### src/rtl/bf3_pkg.sv
`timescale 1ns / 1ps
// Shared types and constants of the 3x3 box filter with edge copy.
// Used by the front, queue, back, top level and the testbench; depends on nothing else.
package bf3_pkg;

   localparam int CH_W       = 8;     // bits per color channel
   localparam int NCH        = 3;     // channels per pixel
   localparam int PIX_W      = CH_W * NCH;
   localparam int ROW_W      = 12;
   localparam int COL_W      = 11;
   localparam int CFG_W      = 12;
   localparam int MAX_WIDTH  = 2048;
   localparam int MAX_HEIGHT = 4096;
   localparam int WIN_COLS   = 6;     // two previous columns of three rows

   localparam logic [CFG_W-1:0] MIN_DIM      = 12'd3;
   localparam logic [CFG_W-1:0] WIDTH_RESET  = 12'd1280;
   localparam logic [CFG_W-1:0] HEIGHT_RESET = 12'd720;

   // Nine-pixel sum plus rounding bias stays below 2^12.
   localparam int SUM_W   = 12;
   localparam logic [SUM_W-1:0] ROUND_BIAS = 12'd4;
   // floor(x / 9) == (x * 3641) >> 15 for every x below 4096.
   localparam int RECIP_W   = 12;
   localparam logic [RECIP_W-1:0] RECIP_9 = 12'd3641;
   localparam int DIV_SHIFT = 15;
   localparam int PROD_W    = SUM_W + RECIP_W;

   // Result queue between the front and the back.
   localparam int QDEPTH = 8;
   localparam int QPTR_W = $clog2(QDEPTH);
   localparam int QCNT_W = $clog2(QDEPTH + 1);

   // Register index taken from the byte address.
   typedef enum logic {
      REG_WIDTH  = 1'b0,
      REG_HEIGHT = 1'b1
   } reg_index_type;

   // Channel 0 sits in the lowest bits.
   typedef logic [NCH-1:0][CH_W-1:0] pix_type;

   // One queued item: the results one input pixel causes.
   typedef struct packed {
      logic               has_int;  // interior result of (row-1, col-1)
      logic               has_brd;  // border copy of (row, col)
      logic [ROW_W-1:0]   row;
      logic [COL_W-1:0]   col;
      pix_type            filt;
      pix_type            cur;
   } rec_type;

endpackage

### src/rtl/bf3_back.sv
`timescale 1ns / 1ps
// Back of the filter: turns each queued item into one or two results and
// drives the output register. Uses bf3_pkg.
module bf3_back (
   input  logic                        clock,
   input  logic                        reset,
   input  logic                        head_valid,
   input  bf3_pkg::rec_type            head_rec,
   output logic                        pop,
   output logic                        rsp_valid,
   input  logic                        rsp_ready,
   output logic [bf3_pkg::ROW_W-1:0]   rsp_row,
   output logic [bf3_pkg::COL_W-1:0]   rsp_col,
   output bf3_pkg::pix_type            rsp_pix,
   output logic                        rsp_last
);

   logic                      rsp_valid_ff, rsp_valid_in;
   logic                      rsp_last_ff, rsp_last_in;
   logic [bf3_pkg::ROW_W-1:0] rsp_row_ff, rsp_row_in;
   logic [bf3_pkg::COL_W-1:0] rsp_col_ff, rsp_col_in;
   bf3_pkg::pix_type          rsp_pix_ff, rsp_pix_in;
   // Set while the head item's border copy is still to be sent.
   logic                      second_ff, second_in;
   logic                      out_free;

   always_comb begin
      out_free     = !rsp_valid_ff || rsp_ready;
      rsp_valid_in = rsp_valid_ff;
      rsp_last_in  = rsp_last_ff;
      rsp_row_in   = rsp_row_ff;
      rsp_col_in   = rsp_col_ff;
      rsp_pix_in   = rsp_pix_ff;
      second_in    = second_ff;
      pop          = 1'b0;
      if (out_free) begin
         priority if (second_ff) begin
            rsp_valid_in = 1'b1;
            rsp_row_in   = head_rec.row;
            rsp_col_in   = head_rec.col;
            rsp_pix_in   = head_rec.cur;
            rsp_last_in  = 1'b1;
            second_in    = 1'b0;
            pop          = 1'b1;
         end else if (head_valid && head_rec.has_int) begin
            // The window is centered one row up and one column left.
            rsp_valid_in = 1'b1;
            rsp_row_in   = head_rec.row - 1'b1;
            rsp_col_in   = head_rec.col - 1'b1;
            rsp_pix_in   = head_rec.filt;
            rsp_last_in  = !head_rec.has_brd;
            second_in    = head_rec.has_brd;
            pop          = !head_rec.has_brd;
         end else if (head_valid) begin
            rsp_valid_in = 1'b1;
            rsp_row_in   = head_rec.row;
            rsp_col_in   = head_rec.col;
            rsp_pix_in   = head_rec.cur;
            rsp_last_in  = 1'b1;
            pop          = 1'b1;
         end else begin
            rsp_valid_in = 1'b0;
         end
      end
   end

   always_ff @(posedge clock) begin
      if (reset) begin
         rsp_valid_ff <= 1'b0;
         second_ff    <= 1'b0;
      end else begin
         rsp_valid_ff <= rsp_valid_in;
         second_ff    <= second_in;
      end
      rsp_last_ff <= rsp_last_in;
      rsp_row_ff  <= rsp_row_in;
      rsp_col_ff  <= rsp_col_in;
      rsp_pix_ff  <= rsp_pix_in;
   end

   assign rsp_valid = rsp_valid_ff;
   assign rsp_row   = rsp_row_ff;
   assign rsp_col   = rsp_col_ff;
   assign rsp_pix   = rsp_pix_ff;
   assign rsp_last  = rsp_last_ff;

endmodule

### config.mk
export PLATFORM = sky130hd
export DESIGN_NAME = bf3_back
export DESIGN_NICKNAME = d
export VERILOG_FILES = /design/src/rtl/bf3_pkg.sv /design/src/rtl/bf3_back.sv
export SDC_FILE = /design/constraint.sdc
export NUM_CORES = 1
export LEC_CHECK = 0
export BUFFER_PORTS_ARGS = -buffer_cell sky130_fd_sc_hd__buf_2
export CAP_MARGIN = 5
export CORE_MARGIN = 2
export CORE_UTILIZATION = 30
export CTS_CLUSTER_DIAMETER = 100
export DETAILED_ROUTE_END_ITERATION = 8
export HOLD_SLACK_MARGIN = 0.02
export PLACE_DENSITY = 0.66
export SKIP_LAST_GASP = 1
export SLEW_MARGIN = 25
export SYNTH_ARGS = -nofsm -noshare
export SYNTH_HDL_FRONTEND = slang
export SYNTH_SLANG_ARGS = --single-unit
### constraint.sdc
create_clock -name clock -period 5 [get_ports clock]
set_clock_uncertainty 0.1 [all_clocks]
set_input_delay 1.5 -clock clock [delete_from_list [all_inputs] [get_ports clock]]
set_output_delay 1.5 -clock clock [all_outputs]
set_load 0.03 [all_outputs]
# Word-level counts from Yosys, hierarchy flattened

Index checks and enable logic that the tools add are counted.

Flip-flop bits (word level): 50
Word-level logic and storage cells: 35

Add/sub/neg operators: 2
Muxes and demuxes: 19
Reduce and logical (&&, ||, !) cells: 6

Operator list:

| kind                                                                  | count |
|---|---|
| 24-bit 2-to-1 mux                                                     | 3 |
| 12-bit 2-to-1 mux                                                     | 3 |
| 11-bit 2-to-1 mux                                                     | 3 |
| 12-bit by 1-bit subtractor with 12-bit output (second input constant) | 1 |
| 11-bit by 1-bit subtractor with 11-bit output (second input constant) | 1 |
| 1-bit 2-to-1 mux                                                      | 10 |
| 3-bit nonzero test                                                    | 1 |
| 1-bit zero test                                                       | 2 |
| 2-bit AND reduction                                                   | 1 |
| 1-bit logical AND                                                     | 1 |
| 1-bit logical OR                                                      | 1 |

# Logic depth before layout (Yosys ltp)

Word-level depth: 4
Depth in mapped cells: 5

# Worst setup path before layout

No wires, ideal clock.

Kind: input port to flip-flop
Start: input rsp_ready
End: register rsp_col_ff, in the netlist rsp_col[0] (enable)
Library setup time: 454 ps
Data arrival time: 3585 ps
Required time: 4446 ps
Setup slack: 861 ps
Cell stages on the path: 2
Cell sequence: nor2b_1 > nor2_1

Word-level cells in the longest chain between the ends: 2

RTL lines:

| what                          | line           | RTL |
|---|---|---|
| from (decl)                   | bf3_back.sv:11 | `input logic rsp_ready,` |
| 1-bit logical OR              | bf3_back.sv:28 | `out_free = !rsp_valid_ff \|\| rsp_ready;` |
| 2-bit AND reduction (no line) | --             |  |
| to (signal assigned)          | bf3_back.sv:77 | `rsp_col_ff <= rsp_col_in;` |
| to (decl)                     | bf3_back.sv:21 | `logic [bf3_pkg::COL_W-1:0] rsp_col_ff, rsp_col_in;` |

No other way between the ends.
A chain may end at the register's enable or synchronous reset.

# Final worst setup path

Start: input rsp_ready
End: output pop

Word-level cells in the longest chain between the ends: 2

RTL lines:

| what             | line           | RTL |
|---|---|---|
| 1-bit logical OR | bf3_back.sv:28 |  |
| 1-bit 2-to-1 mux | bf3_back.sv:36 | `if (out_free) begin` |
| to (decl)        | bf3_back.sv:9  | `output logic pop,` |

No other way between the ends.

==> impl_results.rst <==
.. list-table::
   :header-rows: 1

   * - Metric
     - Value
   * - Outcome
     - finished clean
   * - Clock group share of total power
     - 0.320
   * - Number of buffers added by the clock tree synthesis step
     - 5
   * - Largest incremental delay on the critical path
     - 260 ps
   * - Most common library cell in the layout ignoring fill and taps
     - buf_2
   * - Top area cells in the synthesized netlist
     - edfxtp_1, mux2_2, xnor2_1, mux2_4, nand4_1
   * - DP HPWL
     - 4010 um
   * - Global-route usage over all layers
     - 0.121
   * - Class of the most critical setup path
     - input pin to primary output
   * - Std-Cell Rows
     - 32
   * - Switch share
     - 0.253
   * - Mean post-synth cell area
     - 14.7 um^2
   * - WP buf/inv
     - 2
   * - Drt wl/cell
     - 13.3 um
   * - Post-layout minimum cycle time
     - 3720 ps
   * - Number of violations reported at the end of detailed-routing iteration 0
     - 42
   * - N_diodes
     - 0
   * - CTS tree
     - yes
   * - Sequential cell area in the final layout
     - 1480 um^2
   * - Boundary Pins
     - 127
   * - H-tree depth
     - 2
   * - Effective utilization at floorplan
     - 0.307
   * - Most frequent cells in the layout
     - buf_2, edfxtp_1, xnor2_1
   * - Critical-path maximum fanout
     - 3
   * - Sort of element at the start of the critical path
     - input pin
   * - Seq/Total Area, Yosys
     - 0.630
   * - Biggest area consumer among synthesized cells
     - edfxtp_1
   * - Cell internal power dissipation
     - 0.767 mW
   * - Root cell of the clock tree
     - clkbuf_8
   * - Residual antenna-violating net count after detailed routing
     - 0
   * - Total detailed-routing wirelength
     - 5210 um
   * - RSZ-0062 raised after global routing
     - no
   * - Final hold vios
     - 0
   * - Drt via density
     - 4.42
   * - Via count of the first global-routing pass
     - 1,750
   * - Power density cells
     - 320 nW/um^2
   * - Instance count along the most critical hold path
     - 2
   * - GP Congestion
     - 0.768
   * - Crit path DAT
     - 2120 ps
   * - Warnings, synthesis
     - 0
   * - # nets final
     - 368
   * - Worst skew pair latency
     - 300 ps
   * - Max Cap Viol
     - 0
   * - Final number of max-transition violations
     - 0
   * - Crit-path most repeated cell
     - buf_2
   * - Syn Std Cell Area
     - 2350 um^2
   * - Tightest Hold Check Type
     - register to register
   * - Sink count of the clock tree
     - 50
   * - Global-route wire length before repair
     - 7960 um
   * - Maximum number of pins on one net before global-route repair
     - 48
   * - Static leakage
     - 1.32 nW
   * - Synth Net Count
     - 239
   * - Maximum operating frequency
     - 0.269 GHz
   * - Post-synth top area share
     - 0.613
   * - Maximum VDD drop
     - 0.121 mV
   * - Post-route insts no fill
     - 392
   * - # port buffers
     - 126
   * - Cell variety after synth
     - 26
   * - Cells after synthesis
     - 160
   * - Maximum count of clock buffers along a single path
     - 2
   * - EDFF count, synth
     - 48
   * - Required time worst endpoint
     - 3400 ps
   * - Type of element capturing the critical path
     - primary output
   * - Relative contribution of combinational cells to total power
     - 0.188
   * - Floorplan die height
     - 92.5 um
   * - Area of the placeable core
     - 7650 um^2
   * - Primary FF master, synth
     - edfxtp_1
   * - Setup-failing EPs final
     - 0
   * - Post-CTS Hold Fix Bufs
     - 0
   * - Total grt overflow
     - 0
   * - Fraction of final layout cells sized beyond drive strength 1
     - 0.555
   * - Post_cts resized
     - 0
   * - FFs w/ async S/R, synth
     - 0
   * - Die boundary width
     - 92.5 um
   * - # placed instances
     - 384
   * - Residual DRC count
     - 0
   * - Die ar.
     - 8560 um^2
   * - Layout overhead on the synthesized area
     - 36.6%
   * - Max-slew headroom at the worst pin
     - 0.530
   * - Post-Route Setup TNS
     - 0 ps
   * - Switching pwr
     - 0.260 mW
   * - Cells traversed along the worst timing path
     - buf_2 -> nor2b_1 -> nor2_1 -> buf_2
   * - Transition time of the tightest slew-check pin
     - 704 ps
   * - Tcrit/Tclk final
     - 0.745
   * - Number of detailed-route iterations in the first pass
     - 4
   * - Antenna violations before repair
     - 0
   * - Post-CTS Setup Repair Bufs
     - 0
   * - Sequential share of power
     - 0.492
   * - #FFs+latches synth
     - 50
   * - Worst-path clk slew
     - 90 ps
   * - Register-to-Register Path Depth
     - 2
   * - Top Family by Delay on Critical Path
     - simple AND/OR/NAND/NOR gates
   * - Critical-path cell with the highest stage delay
     - nor2b_1
   * - Total via count after detailed routing
     - 1,731
   * - Area occupied by multi-input gates
     - 815 um^2
   * - Number of filler cells placed in the layout
     - 739
   * - Total stage count of the critical path
     - 4
-- state kept, by name (all words and copies together) (netlist names) --
name,count
rsp_last,1
second_ff,1
rsp_col,11
rsp_row,12
rsp_pix,24
rsp_valid,1
-- metal layers --
metal  global-route usage  up-vias  routed length (um)
met5                    0        -                   0
met2                0.213       65                2590
li1                     -      856                   -
met3               0.0212       13                 259
met1                0.138      797                2180
met4               0.0672        0                 185
-- worst paths after layout --
path                                 from          end  slack, ps
worst min register to register  rsp_valid    rsp_valid        440
worst max register to register  second_ff  rsp_pix[11]       3060
worst min-delay path            rsp_valid    rsp_valid        440
worst max-delay path            rsp_ready          pop       1280
-- cells by family after synthesis --
kind of cell,after synthesis,share of synthesized area
buf+inv,9,0.0277
xor+xnor,21,0.0783
simple gates,49,0.114
flops,50,0.630
mux,25,0.130
fa+ha+maj,2,0.0106
compound gates,4,0.00852
-- final cells by class --
type | count | area share
Tap cell | 102 | 0.0398
Clock buffer | 5 | 0.0214
Multi-Input combinational cell | 101 | 0.254
Sequential cell | 50 | 0.462
Inverter | 4 | 0.00468
Clock inverter | 3 | 0.0199
Timing Repair Buffer | 127 | 0.199
-- synth_stat cells (2+ instances only) --
cell	number
nand3_1	6
inv_1	4
mux2_2	17
nor2b_1	2
nor2_1	9
buf_6	2
a21oi_1	4
edfxtp_1	48
nand4b_1	3
nor4_1	4
nor3_1	6
nand4_1	7
mux2_4	7
dfxtp_1	2
nand2_1	7
ha_1	2
xnor2_1	21
-- power by group through the flow --
stage	Combinational, mW	Clock [mW]	Sequential, mW
detailed placement	0.195	0	0.515
global placement	0.193	0	0.514
global route	0.207	0.356	0.508
CTS	0.195	0.340	0.505
floorplan	0.0596	0	0.578
finish	0.193	0.329	0.505
-- worst register-to-register path: stages (launching register included) --
cell	delay, ps
dfxtp_1	380
and3b_4	780
mux2_2	440
-- through the flow --
stage | hold slack [ps] | setup WS, ps | instance area (um^2) | power, mW | util
final | 444 | 1280 | 3210 | 1.03 | 0.420
after global routing | 464 | 1210 | 3210 | 1.07 | 0.420
after CTS | 453 | 1260 | 3210 | 1.04 | 0.419
after detailed placement | 438 | 1270 | 3070 | 0.710 | 0.402
after global placement | 398 | 1280 | 3070 | 0.706 | 0.402
after floorplan | 377 | 861 | 2350 | 0.638 | -
No activity file was read; power rests on OpenSTA's default activity.
