$ cat src/rtl/bf3_pkg.sv
`timescale 1ns / 1ps
// Shared types and constants of the 3x3 box filter with edge copy.
// Used by the front, queue, back, top level and the testbench; depends on nothing else.
package bf3_pkg;

   localparam int CH_W       = 8;     // bits per color channel
   localparam int NCH        = 3;     // channels per pixel
   localparam int PIX_W      = CH_W * NCH;
   localparam int ROW_W      = 12;
   localparam int COL_W      = 11;
   localparam int CFG_W      = 12;
   localparam int MAX_WIDTH  = 2048;
   localparam int MAX_HEIGHT = 4096;
   localparam int WIN_COLS   = 6;     // two previous columns of three rows

   localparam logic [CFG_W-1:0] MIN_DIM      = 12'd3;
   localparam logic [CFG_W-1:0] WIDTH_RESET  = 12'd1280;
   localparam logic [CFG_W-1:0] HEIGHT_RESET = 12'd720;

   // Nine-pixel sum plus rounding bias stays below 2^12.
   localparam int SUM_W   = 12;
   localparam logic [SUM_W-1:0] ROUND_BIAS = 12'd4;
   // floor(x / 9) == (x * 3641) >> 15 for every x below 4096.
   localparam int RECIP_W   = 12;
   localparam logic [RECIP_W-1:0] RECIP_9 = 12'd3641;
   localparam int DIV_SHIFT = 15;
   localparam int PROD_W    = SUM_W + RECIP_W;

   // Result queue between the front and the back.
   localparam int QDEPTH = 8;
   localparam int QPTR_W = $clog2(QDEPTH);
   localparam int QCNT_W = $clog2(QDEPTH + 1);

   // Register index taken from the byte address.
   typedef enum logic {
      REG_WIDTH  = 1'b0,
      REG_HEIGHT = 1'b1
   } reg_index_type;

   // Channel 0 sits in the lowest bits.
   typedef logic [NCH-1:0][CH_W-1:0] pix_type;

   // One queued item: the results one input pixel causes.
   typedef struct packed {
      logic               has_int;  // interior result of (row-1, col-1)
      logic               has_brd;  // border copy of (row, col)
      logic [ROW_W-1:0]   row;
      logic [COL_W-1:0]   col;
      pix_type            filt;
      pix_type            cur;
   } rec_type;

endpackage

$ cat src/rtl/bf3_queue.sv
`timescale 1ns / 1ps
// Short item queue between the front and the back of the filter.
// Uses bf3_pkg for the record type and depth.
module bf3_queue (
   input  logic                         clock,
   input  logic                         reset,
   input  logic                         push_valid,
   input  bf3_pkg::rec_type             push_rec,
   input  logic                         pop,
   output logic                         head_valid,
   output bf3_pkg::rec_type             head_rec,
   output logic [bf3_pkg::QCNT_W-1:0]   count
);

   bf3_pkg::rec_type            entry_ff [bf3_pkg::QDEPTH];
   logic [bf3_pkg::QPTR_W-1:0]  wr_ptr_ff, rd_ptr_ff;
   logic [bf3_pkg::QCNT_W-1:0]  count_ff, count_in;

   always_comb begin
      count_in = count_ff;
      priority case ({push_valid, pop})
         2'b10:   count_in = count_ff + 1'b1;
         2'b01:   count_in = count_ff - 1'b1;
         default: count_in = count_ff;
      endcase
   end

   always_ff @(posedge clock) begin
      if (reset) begin
         wr_ptr_ff <= '0;
         rd_ptr_ff <= '0;
         count_ff  <= '0;
      end else begin
         count_ff <= count_in;
         if (push_valid) begin
            wr_ptr_ff <= wr_ptr_ff + 1'b1;
         end
         if (pop) begin
            rd_ptr_ff <= rd_ptr_ff + 1'b1;
         end
      end
   end

   always_ff @(posedge clock) begin
      if (push_valid) begin
         entry_ff[wr_ptr_ff] <= push_rec;
      end
   end

   assign head_valid = (count_ff != '0);
   assign head_rec   = entry_ff[rd_ptr_ff];
   assign count      = count_ff;

endmodule

$ cat config.mk
export PLATFORM = sky130hd
export DESIGN_NAME = bf3_queue
export DESIGN_NICKNAME = d
export VERILOG_FILES = /design/src/rtl/bf3_pkg.sv /design/src/rtl/bf3_queue.sv
export SDC_FILE = /design/constraint.sdc
export NUM_CORES = 1
export LEC_CHECK = 0
export ABC_AREA = 1
export BUFFER_PORTS_ARGS = -buffer_cell sky130_fd_sc_hd__buf_2
export CAP_MARGIN = 0
export CORE_MARGIN = 8
export CORE_UTILIZATION = 30
export CTS_CLUSTER_DIAMETER = 120
export DETAILED_ROUTE_END_ITERATION = 12
export MAX_ROUTING_LAYER = met4
export PLACE_DENSITY_LB_ADDON = 0.12
export SLEW_MARGIN = 10
export SYNTH_ARGS = -nofsm -noshare
export SYNTH_HDL_FRONTEND = slang
export SYNTH_SLANG_ARGS = --single-unit
$ cat constraint.sdc
create_clock -name clock -period 6.3 [get_ports clock]
set_input_delay 0.945 -clock clock [delete_from_list [all_inputs] [get_ports clock]]
set_output_delay 0.945 -clock clock [all_outputs]
set_load 0.02 [all_outputs]
== Word-level counts from Yosys, hierarchy flattened ==
Memory sizes are Yosys's and may differ from the RTL's. A register that Yosys moved wholly into a read port is not among the register bits.
Cells that the tools add are included.

* Register bits: 10
* Bits in writable memories: 584
* Input port bits: 77
* Output and inout port bits: 78
* Memories kept: 1

{| class="wikitable"
|+ Memory list
! memory !! words !! bits a word !! read ports !! clocked after memory_dff !! write ports !! RTL line !! source
|-
| entry_ff || 8 || 73 || 1 || 1 || 1 || bf3_queue.sv:15 || <nowiki>bf3_pkg::rec_type entry_ff [bf3_pkg::QDEPTH];</nowiki>
|}

* Add/sub/neg operators: 4
* Eq/ne operators: 2
* Muxes and demuxes: 5
* Reductions and logical operators: 2

{| class="wikitable"
|+ Operator list
! operator !! number
|-
| $pmux 4 s2 || 1
|-
| $add 3x1->3 const B || 2
|-
| $mux 3 || 2
|-
| $add 4x1->4 const B || 1
|-
| $reduce_bool 4->1 || 1
|-
| $sub 4x1->4 const B || 1
|-
| $eq 2x1->1 const B || 1
|-
| $eq 2x2->1 const B || 1
|-
| $mux 1 || 2
|-
| $reduce_bool 2->1 || 1
|}

== Logic depth before layout (Yosys ltp) ==
Gate-level depths: netlist of the first run.

* Word-level depth: 3
* Mapped depth: 11

== Worst setup path after synthesis of the first run ==
Ideal clock, no wire load.

* Path type: input to register
* Start: input push_valid
* End: memory entry_ff[0][0] in the netlist's numbering (enable)
* Setup time: 505 ps
* Data arrival time: 4394 ps
* Data required time: 5795 ps
* Slack: 1402 ps
* Stages on the path: 3
* Buffers on the path: 0
* Cells stage by stage: inv_1 or2_2 nor2_1

* Longest elaborated chain between the ends: 2

{| class="wikitable"
|+ Ends and longest elaborated chain
! item !! RTL line !! source
|-
| from (decl) || bf3_queue.sv:7 || <nowiki>input logic push_valid,</nowiki>
|-
| $mux 1 || bf3_queue.sv:45 || <nowiki>if (push_valid) begin</nowiki>
|-
| $mux 1 (not written as such) || bf3_queue.sv:46 || <nowiki>entry_ff[wr_ptr_ff] <= push_rec;</nowiki>
|-
| to (decl) || bf3_queue.sv:15 ||
|}

No other way between the ends.

==> flow_metrics.tcl, run 1 <==
set metrics [dict create \
    outcome "finished clean" \
    fin_area_um2 27200 \
    hold_class "reg -> reg" \
    fin_crit_ps 4480 \
    die_h_um 294 \
    die_area_um2 86700 \
    rsz0062_at_grt "no" \
    die_w_um 294 \
    dp_hpwl_mm 29.4 \
    fin_util_pct 35.3 \
    fin_crit_sh_pct 71.1 \
    post_cts_buffers 0 \
    cts.htree.levels 3 \
    cts_tree "done" \
    vias 13701 \
    wirelength_mm 59.2 \
    ir_worst_vdd_uv 229 \
    yosysTopAreaCell "edfxtp_1" \
    crit_family "buffers and inverters" \
    syn_to_final_growth_pct 17.1 \
    synthesis.instances 1726 \
    wl_per_cell_um 20.0 \
    cp_num_buf_inv 3 \
    max_stage_delay_ps 770 \
    grt_pass1_wl_mm 89.1 \
    worst_slew_pin_slew_ps 1160 \
    cts.sinks 597 \
    power_density_nw_per_um2 334 \
    crit_arrival_ps 3530 \
    ys_async_sr_fraction_pct 0 \
    root_buffer "clkbuf_16" \
    cp_cell_sequence "inv_8 > buf_4 > o21ai_0 > o21ai_1 > nand2_1 > nand2_1 > buf_2" \
    initial_core_util_pct 30.2 \
    overflow 0 \
    clk_latency_ps 590 \
    io_pins 155 \
    ant_nets 0 \
    grt_max_degree 151 \
    synth.top_cell.area_share_pct 75.4 \
    drive_above_1_share_pct 14.2 \
    synth_nets 1808 \
    drv_cap 0 \
    cp-end-kind "output pin" \
    power_leakage_uw 0.00924 \
    crit_top_cell "nand2_1" \
    grt_pass1_vias 13995 \
    ys.flop_type "edfxtp_1" \
    worstPathRequired_ps 5350 \
    tns_ps 0 \
    finalNetCount 1947 \
    synth_seq_cells 597 \
    synth_cell_types 26 \
    placed_area_um2 25100 \
    slew_headroom_pct 22.6 \
    critical_path_class "reg -> out" \
    antenna_found_initial 12 \
    placedCellCount 2835 \
    crit_fanout 150 \
    numCtsBuffers 68 \
    fmax_mhz 223 \
    drv_slew 0 \
    avgSynthCellArea_um2 13.5 \
    drc 0 \
    synthesis.area_um2 23300 \
    fin_skew_ps 22.8 \
    synth-edff-count 584 \
    hold_viol_final 0 \
    instances_no_fill 2960 \
    io_buffers 154 \
    cts.reportedPaths.clkPinSlew_ps 60 \
    yosysWarnings 0 \
    num_rows 102 \
    cts_buffer_depth 3 \
    critPathSlowestCell "buf_4" \
    hold_buffers 0 \
    gp_congestion 0.695 \
    setup_viol 0 \
    cts_resized 0 \
    drt_iter0_drc 915 \
    core-area_um2 77100 \
    ys_top_cells_by_area "edfxtp_1 75%, o21ai_0 5.1%, nor2_1 5.0%" \
    seq_area_frac_synth_pct 76.5 \
    cp-start-kind "flop" \
    via_per_inst 4.63 \
    grt_usage_pct 13.9 \
    dr.pass1.iters 5 \
]
-- path summary, 6_finish.rpt --
path                             startpoint                         to  slack, ps  depth (start not counted)
setup / recovery                       flop               head_rec[15]       1820                          7
hold / removal    rd_ptr_ff[1]$_SDFFE_PP0P_                       flop        490                          2
hold reg to reg   rd_ptr_ff[1]$_SDFFE_PP0P_                       flop        490                          2
setup reg to reg  wr_ptr_ff[0]$_SDFFE_PP0P_  entry_ff[5][36]$_DFFE_PP_       3820                          4
-- cell families after synthesis --
logic type	after synthesis	synth area share, %
compound gates	377	8.54
mux	73	3.14
xor+xnor	3	0.113
flops	597	76.5
simple gates	551	8.96
fa+ha+maj	5	0.269
buf+inv	120	2.46
-- placed cells by master (no fill, tap or decap) --
master | netlist | final
a211oi_1 | 3 | 3
a21oi_1 | 7 | 7
buf_12 | 1 | 7
buf_2 | 22 | 154
buf_4 | 4 | 12
bufinv_16 | 0 | 4
clkbuf_1 | 54 | 15
clkbuf_16 | 0 | 71
clkinv_1 | 0 | 18
clkinv_2 | 0 | 7
clkinv_8 | 0 | 2
dfxtp_1 | 13 | 10
dfxtp_4 | 0 | 3
diode_2 | 0 | 7
edfxtp_1 | 584 | 584
ha_1 | 5 | 5
inv_1 | 14 | 14
inv_6 | 0 | 2
inv_8 | 0 | 1
mux2i_1 | 73 | 73
nand2_1 | 235 | 235
nand3_1 | 4 | 4
nand4_1 | 1 | 1
nor2_1 | 308 | 300
nor2_4 | 0 | 8
nor3_1 | 1 | 1
nor3b_1 | 1 | 1
o21ai_0 | 239 | 239
o21ai_1 | 55 | 55
o22ai_1 | 73 | 73
or2_2 | 1 | 1
xnor2_1 | 3 | 3
-- per-stage QoR --
step	total power [µW]	worst slack (ps)	hold WS [ps]
after floorplan	5130	1400	470
after global placement	5460	2330	471
after detailed placement	5470	2300	482
after CTS	9260	1650	490
after global routing	9500	1440	535
final	9110	1820	492
-- Yosys cell counts, drive strengths merged, types with 3 or more instances --
master / number
nand2: 235
o21ai: 294
dfxtp: 13
mux2i: 73
clkbuf: 54
ha: 5
buf: 50
o22ai: 73
a211oi: 3
a21oi: 7
xnor2: 3
nor2: 308
inv: 16
nand3: 4
edfxtp: 584
-- layer usage --
metal	vias to the layer above	global-route usage [%]	wire, µm
met1	6841	17.5	27000
met3	79	2.74	2050
met4	0	3.21	1080
met2	205	22.9	29000
li1	6576	-	-
met5	-	-	0
-- flip-flops by register name, indices dropped and copies added (netlist names), named ones only --
signal and cells:
entry_ff 584, count 4, rd_ptr_ff 3, wr_ptr_ff 3
-- where the power goes --
part / total (µW) / switching (µW) / internal, µW
clock: 3760 / 1540 / 2220
combinational: 846 / 594 / 252
sequential: 4510 / 51.2 / 4460
-- tightest hold or removal path: cells and delay by family, from the launching register on --
family / cells / cell delay [ps]
AOI/OAI and AO/OA: 1 / 60
DFF: 1 / 310
and+or+nand+nor: 1 / 80
-- area by class of cell --
type                            instances  area [µm²]
Multi-Input combinational cell       1009        4950
Fill cell                            7516       49800
Sequential cell                       597       17800
Clock buffer                           86        1830
Antenna cell                            7        17.5
Inverter                               16        68.8
Timing Repair Buffer                  173        1000
Tap cell                             1040        1300
Clock inverter                         32         268
Power figures use the tool's default switching activity.
==> run 2, diff against run 1 <==
--- a/config.mk
+++ b/config.mk
@@ -5,7 +5,7 @@
 export SDC_FILE = /design/constraint.sdc
 export NUM_CORES = 1
 export LEC_CHECK = 0
-export ABC_AREA = 1
+export ABC_AREA = 0
 export BUFFER_PORTS_ARGS = -buffer_cell sky130_fd_sc_hd__buf_2
 export CAP_MARGIN = 0
 export CORE_MARGIN = 8
==> constraint.sdc (replaced) <==
create_clock -name clock -period 4.51 [get_ports clock]
set_input_delay 0.6765 -clock clock [delete_from_list [all_inputs] [get_ports clock]]
set_output_delay 0.6765 -clock clock [all_outputs]
set_load 0.02 [all_outputs]
==> run 2 against run 1 <==
  * Worst setup slack got worse by 850 ps
  * Clock power is 43% higher
  * Sequential share of layout area about the same
  * Worst hold slack worse by 130 ps
  * Combinational power grew 25%
  * Critical endpoint is now head_rec[30]
  * Largest cell class unchanged
  * Largest power group unchanged
  * Highest routed layer unchanged
==> flow_metrics.tcl, run 2 <==
set metrics [dict create \
    die_area_um2 86100 \
    fin_crit_sh_pct 78.6 \
    post_cts_buffers 0 \
    antenna_found_initial 10 \
    synth_cell_types 26 \
    combPwrFrac_pct 8.3 \
    drv_cap 0 \
    ys_async_sr_fraction_pct 0 \
    grt_pass1_wl_mm 76.4 \
    placed_area_um2 25100 \
    switching_power_uw 2810 \
    synthesis.area_um2 23100 \
    dr.pass1.iters 4 \
    io_pins 155 \
    cp-end-kind "output pin" \
    setup_viol 0 \
    cts_buffer_depth 3 \
    drc 0 \
    r2r_slack_ps 2290 \
    avgSynthCellArea_um2 25.3 \
    ant_nets 0 \
    switching_share_pct 22.1 \
    synth_seq_cells 597 \
    hold_buffers 0 \
    vias 10107 \
    r2r_end "entry_ff[7][66]$_DFFE_PP_" \
    nFillCells 7080 \
    root_buffer "clkbuf_16" \
    cts_resized 0 \
    hold_viol_final 0 \
    hp-start "push_rec[39]" \
    ys_top_cells_by_area "edfxtp_1 76%, mux4_1 12%, mux2_2 3.7%" \
    fin_skew_ps 17.0 \
    overflow 0 \
    wirelength_mm 52.7 \
    via_per_inst 4.58 \
    io_buffers 154 \
    grt_pass1_vias 10995 \
    numCtsBuffers 69 \
    grt_max_degree 67 \
    syn_to_final_growth_pct 18.0 \
    synth_nets 994 \
    regMostFlops "entry_ff" \
    final_common_cell "edfxtp_1" \
    gp_congestion 0.653 \
    die_h_um 294 \
    finalNetCount 1200 \
    cts_tree "done" \
    ys.flop_type "edfxtp_1" \
    holdPathEnd "entry_ff[6][39]$_DFFE_PP_" \
    power_frac_seq_pct 49.5 \
    synth-edff-count 584 \
    tns_ps 0 \
    cp-start-kind "flop" \
    ir_worst_vdd_uv 208 \
    yosysWarnings 0 \
    drv_slew 0 \
    final_cell_mix "584 x edfxtp_1, 154 x buf_2, 109 x mux4_1" \
    p_clk_share_pct 42.1 \
    synthesis.instances 912 \
    grt_usage_pct 12.4 \
    worstPathRequired_ps 3830 \
    core-area_um2 76100 \
    critical_path_class "reg -> out" \
    rsz0062_at_grt "no" \
    initial_core_util_pct 30.4 \
    worst-r2r-cell-count 3 \
    yosysTopAreaCell "edfxtp_1" \
    seq_area_frac_synth_pct 77.0 \
    placedCellCount 2077 \
    synth.top_cell.area_share_pct 75.9 \
    fin_area_um2 27300 \
    cts.sinks 597 \
    internal_power_uw 9930 \
    fmax_mhz 282 \
    yosys-top-cells-count "584 x edfxtp_1, 109 x mux4_1, 75 x mux2_2" \
    cts.reportedPaths.clkPinSlew_ps 60 \
    power_density_nw_per_um2 467 \
    cts.htree.levels 3 \
    power_leakage_uw 0.00883 \
    crit_fanout 66 \
    fin_crit_ps 3540 \
    largest_reg_flops 584 \
    power_uw 12700 \
    num_rows 101 \
    dp_hpwl_mm 28.3 \
    clk_latency_ps 580 \
    hold_class "in -> reg" \
    synth_most_common_cell "edfxtp_1" \
    instances_no_fill 2207 \
    crit_arrival_ps 2870 \
    r2r_start "wr_ptr_ff[0]$_SDFFE_PP0P_" \
    worst_slew_pin_slew_ps 851 \
    die_w_um 294 \
    fin_util_pct 35.8 \
    worstHoldPathCells 1 \
    drt_iter0_drc 468 \
    wl_per_cell_um 23.9 \
    outcome "finished clean" \
    slew_headroom_pct 43.3 \
    drive_above_1_share_pct 33.4 \
]
run 2: cell types whose count changed after synthesis, moves of 70 or more:
| cell | delta |
|---|---|
| mux2_2 | +75 |
| mux4_1 | +109 |
| o22ai_1 | -73 |
| o21ai_0 | -238 |
| nor2_1 | -292 |
| mux2i_1 | -70 |
| nand2_1 | -230 |
run 2: area by class of cell:
cell class | instances | area (µm²) | area share, %
clock buffer | 88 | 1840 | 6.75
timing repair buffer | 177 | 1030 | 3.78
inverter | 1 | 3.75 | 0.0138
clock inverter | 34 | 335 | 1.23
antenna | 8 | 20.0 | 0.0734
sequential | 597 | 17800 | 65.3
tap | 1030 | 1290 | 4.73
multi-input combinational | 272 | 4940 | 18.1
run 2: logic make-up after synthesis:
group | Yosys count | synth area share (%)
XOR/XNOR | 7 | 0.265
adder cells (fa/ha/maj) | 5 | 0.271
multiplexers | 224 | 19.8
AO/OA/AOI/OAI | 5 | 0.141
buffers and inverters | 43 | 1.89
AND/OR/NAND/NOR | 31 | 0.612
flip-flops | 597 | 77.0
run 2: per-layer routing:
metal  GRT usage, %  share of wire, %  vias to the layer above
met5              -                 0                        -
met4           3.58               1.5                        0
met3           2.79               4.4                       63
met2           20.6                50                      173
met1           15.2                44                     5430
li1               -                 -                     4441
run 2: critical path, stage by stage (launching register included):
cell     delay (ps)
dfxtp_4         590
buf_12          390
mux4_1          650
mux2_2          290
buf_2           160
run 2: worst max-delay path by stage:
stage	startpoint	end	slack (ps)	depth (start not counted)
final	flop	head_rec[30]	970	4
after floorplan	push_valid	entry_ff[1][0]$_DFFE_PP_	150	2
after global placement	flop	head_rec[40]	1530	4
after detailed placement	flop	head_rec[20]	1520	4
after global routing	flop	head_rec[26]	830	4
after CTS	flop	head_rec[20]	880	4
run 2: power groups by stage:
| stage | Clock, µW | Combinational, µW | Sequential (µW) |
|---|---|---|---|
| floorplan | 0 | 725 | 6400 |
| finish | 5370 | 1060 | 6310 |
| global route | 5760 | 1150 | 6320 |
| detailed placement | 0 | 1110 | 6430 |
| CTS | 5560 | 1110 | 6320 |
| global placement | 0 | 1100 | 6430 |
run 2: through the flow:
stage / hold WS, ps / setup WS (ps)
after CTS: 310 / 881
after detailed placement: 515 / 1520
after global routing: 328 / 827
after floorplan: 485 / 151
final: 362 / 967
after global placement: 500 / 1530
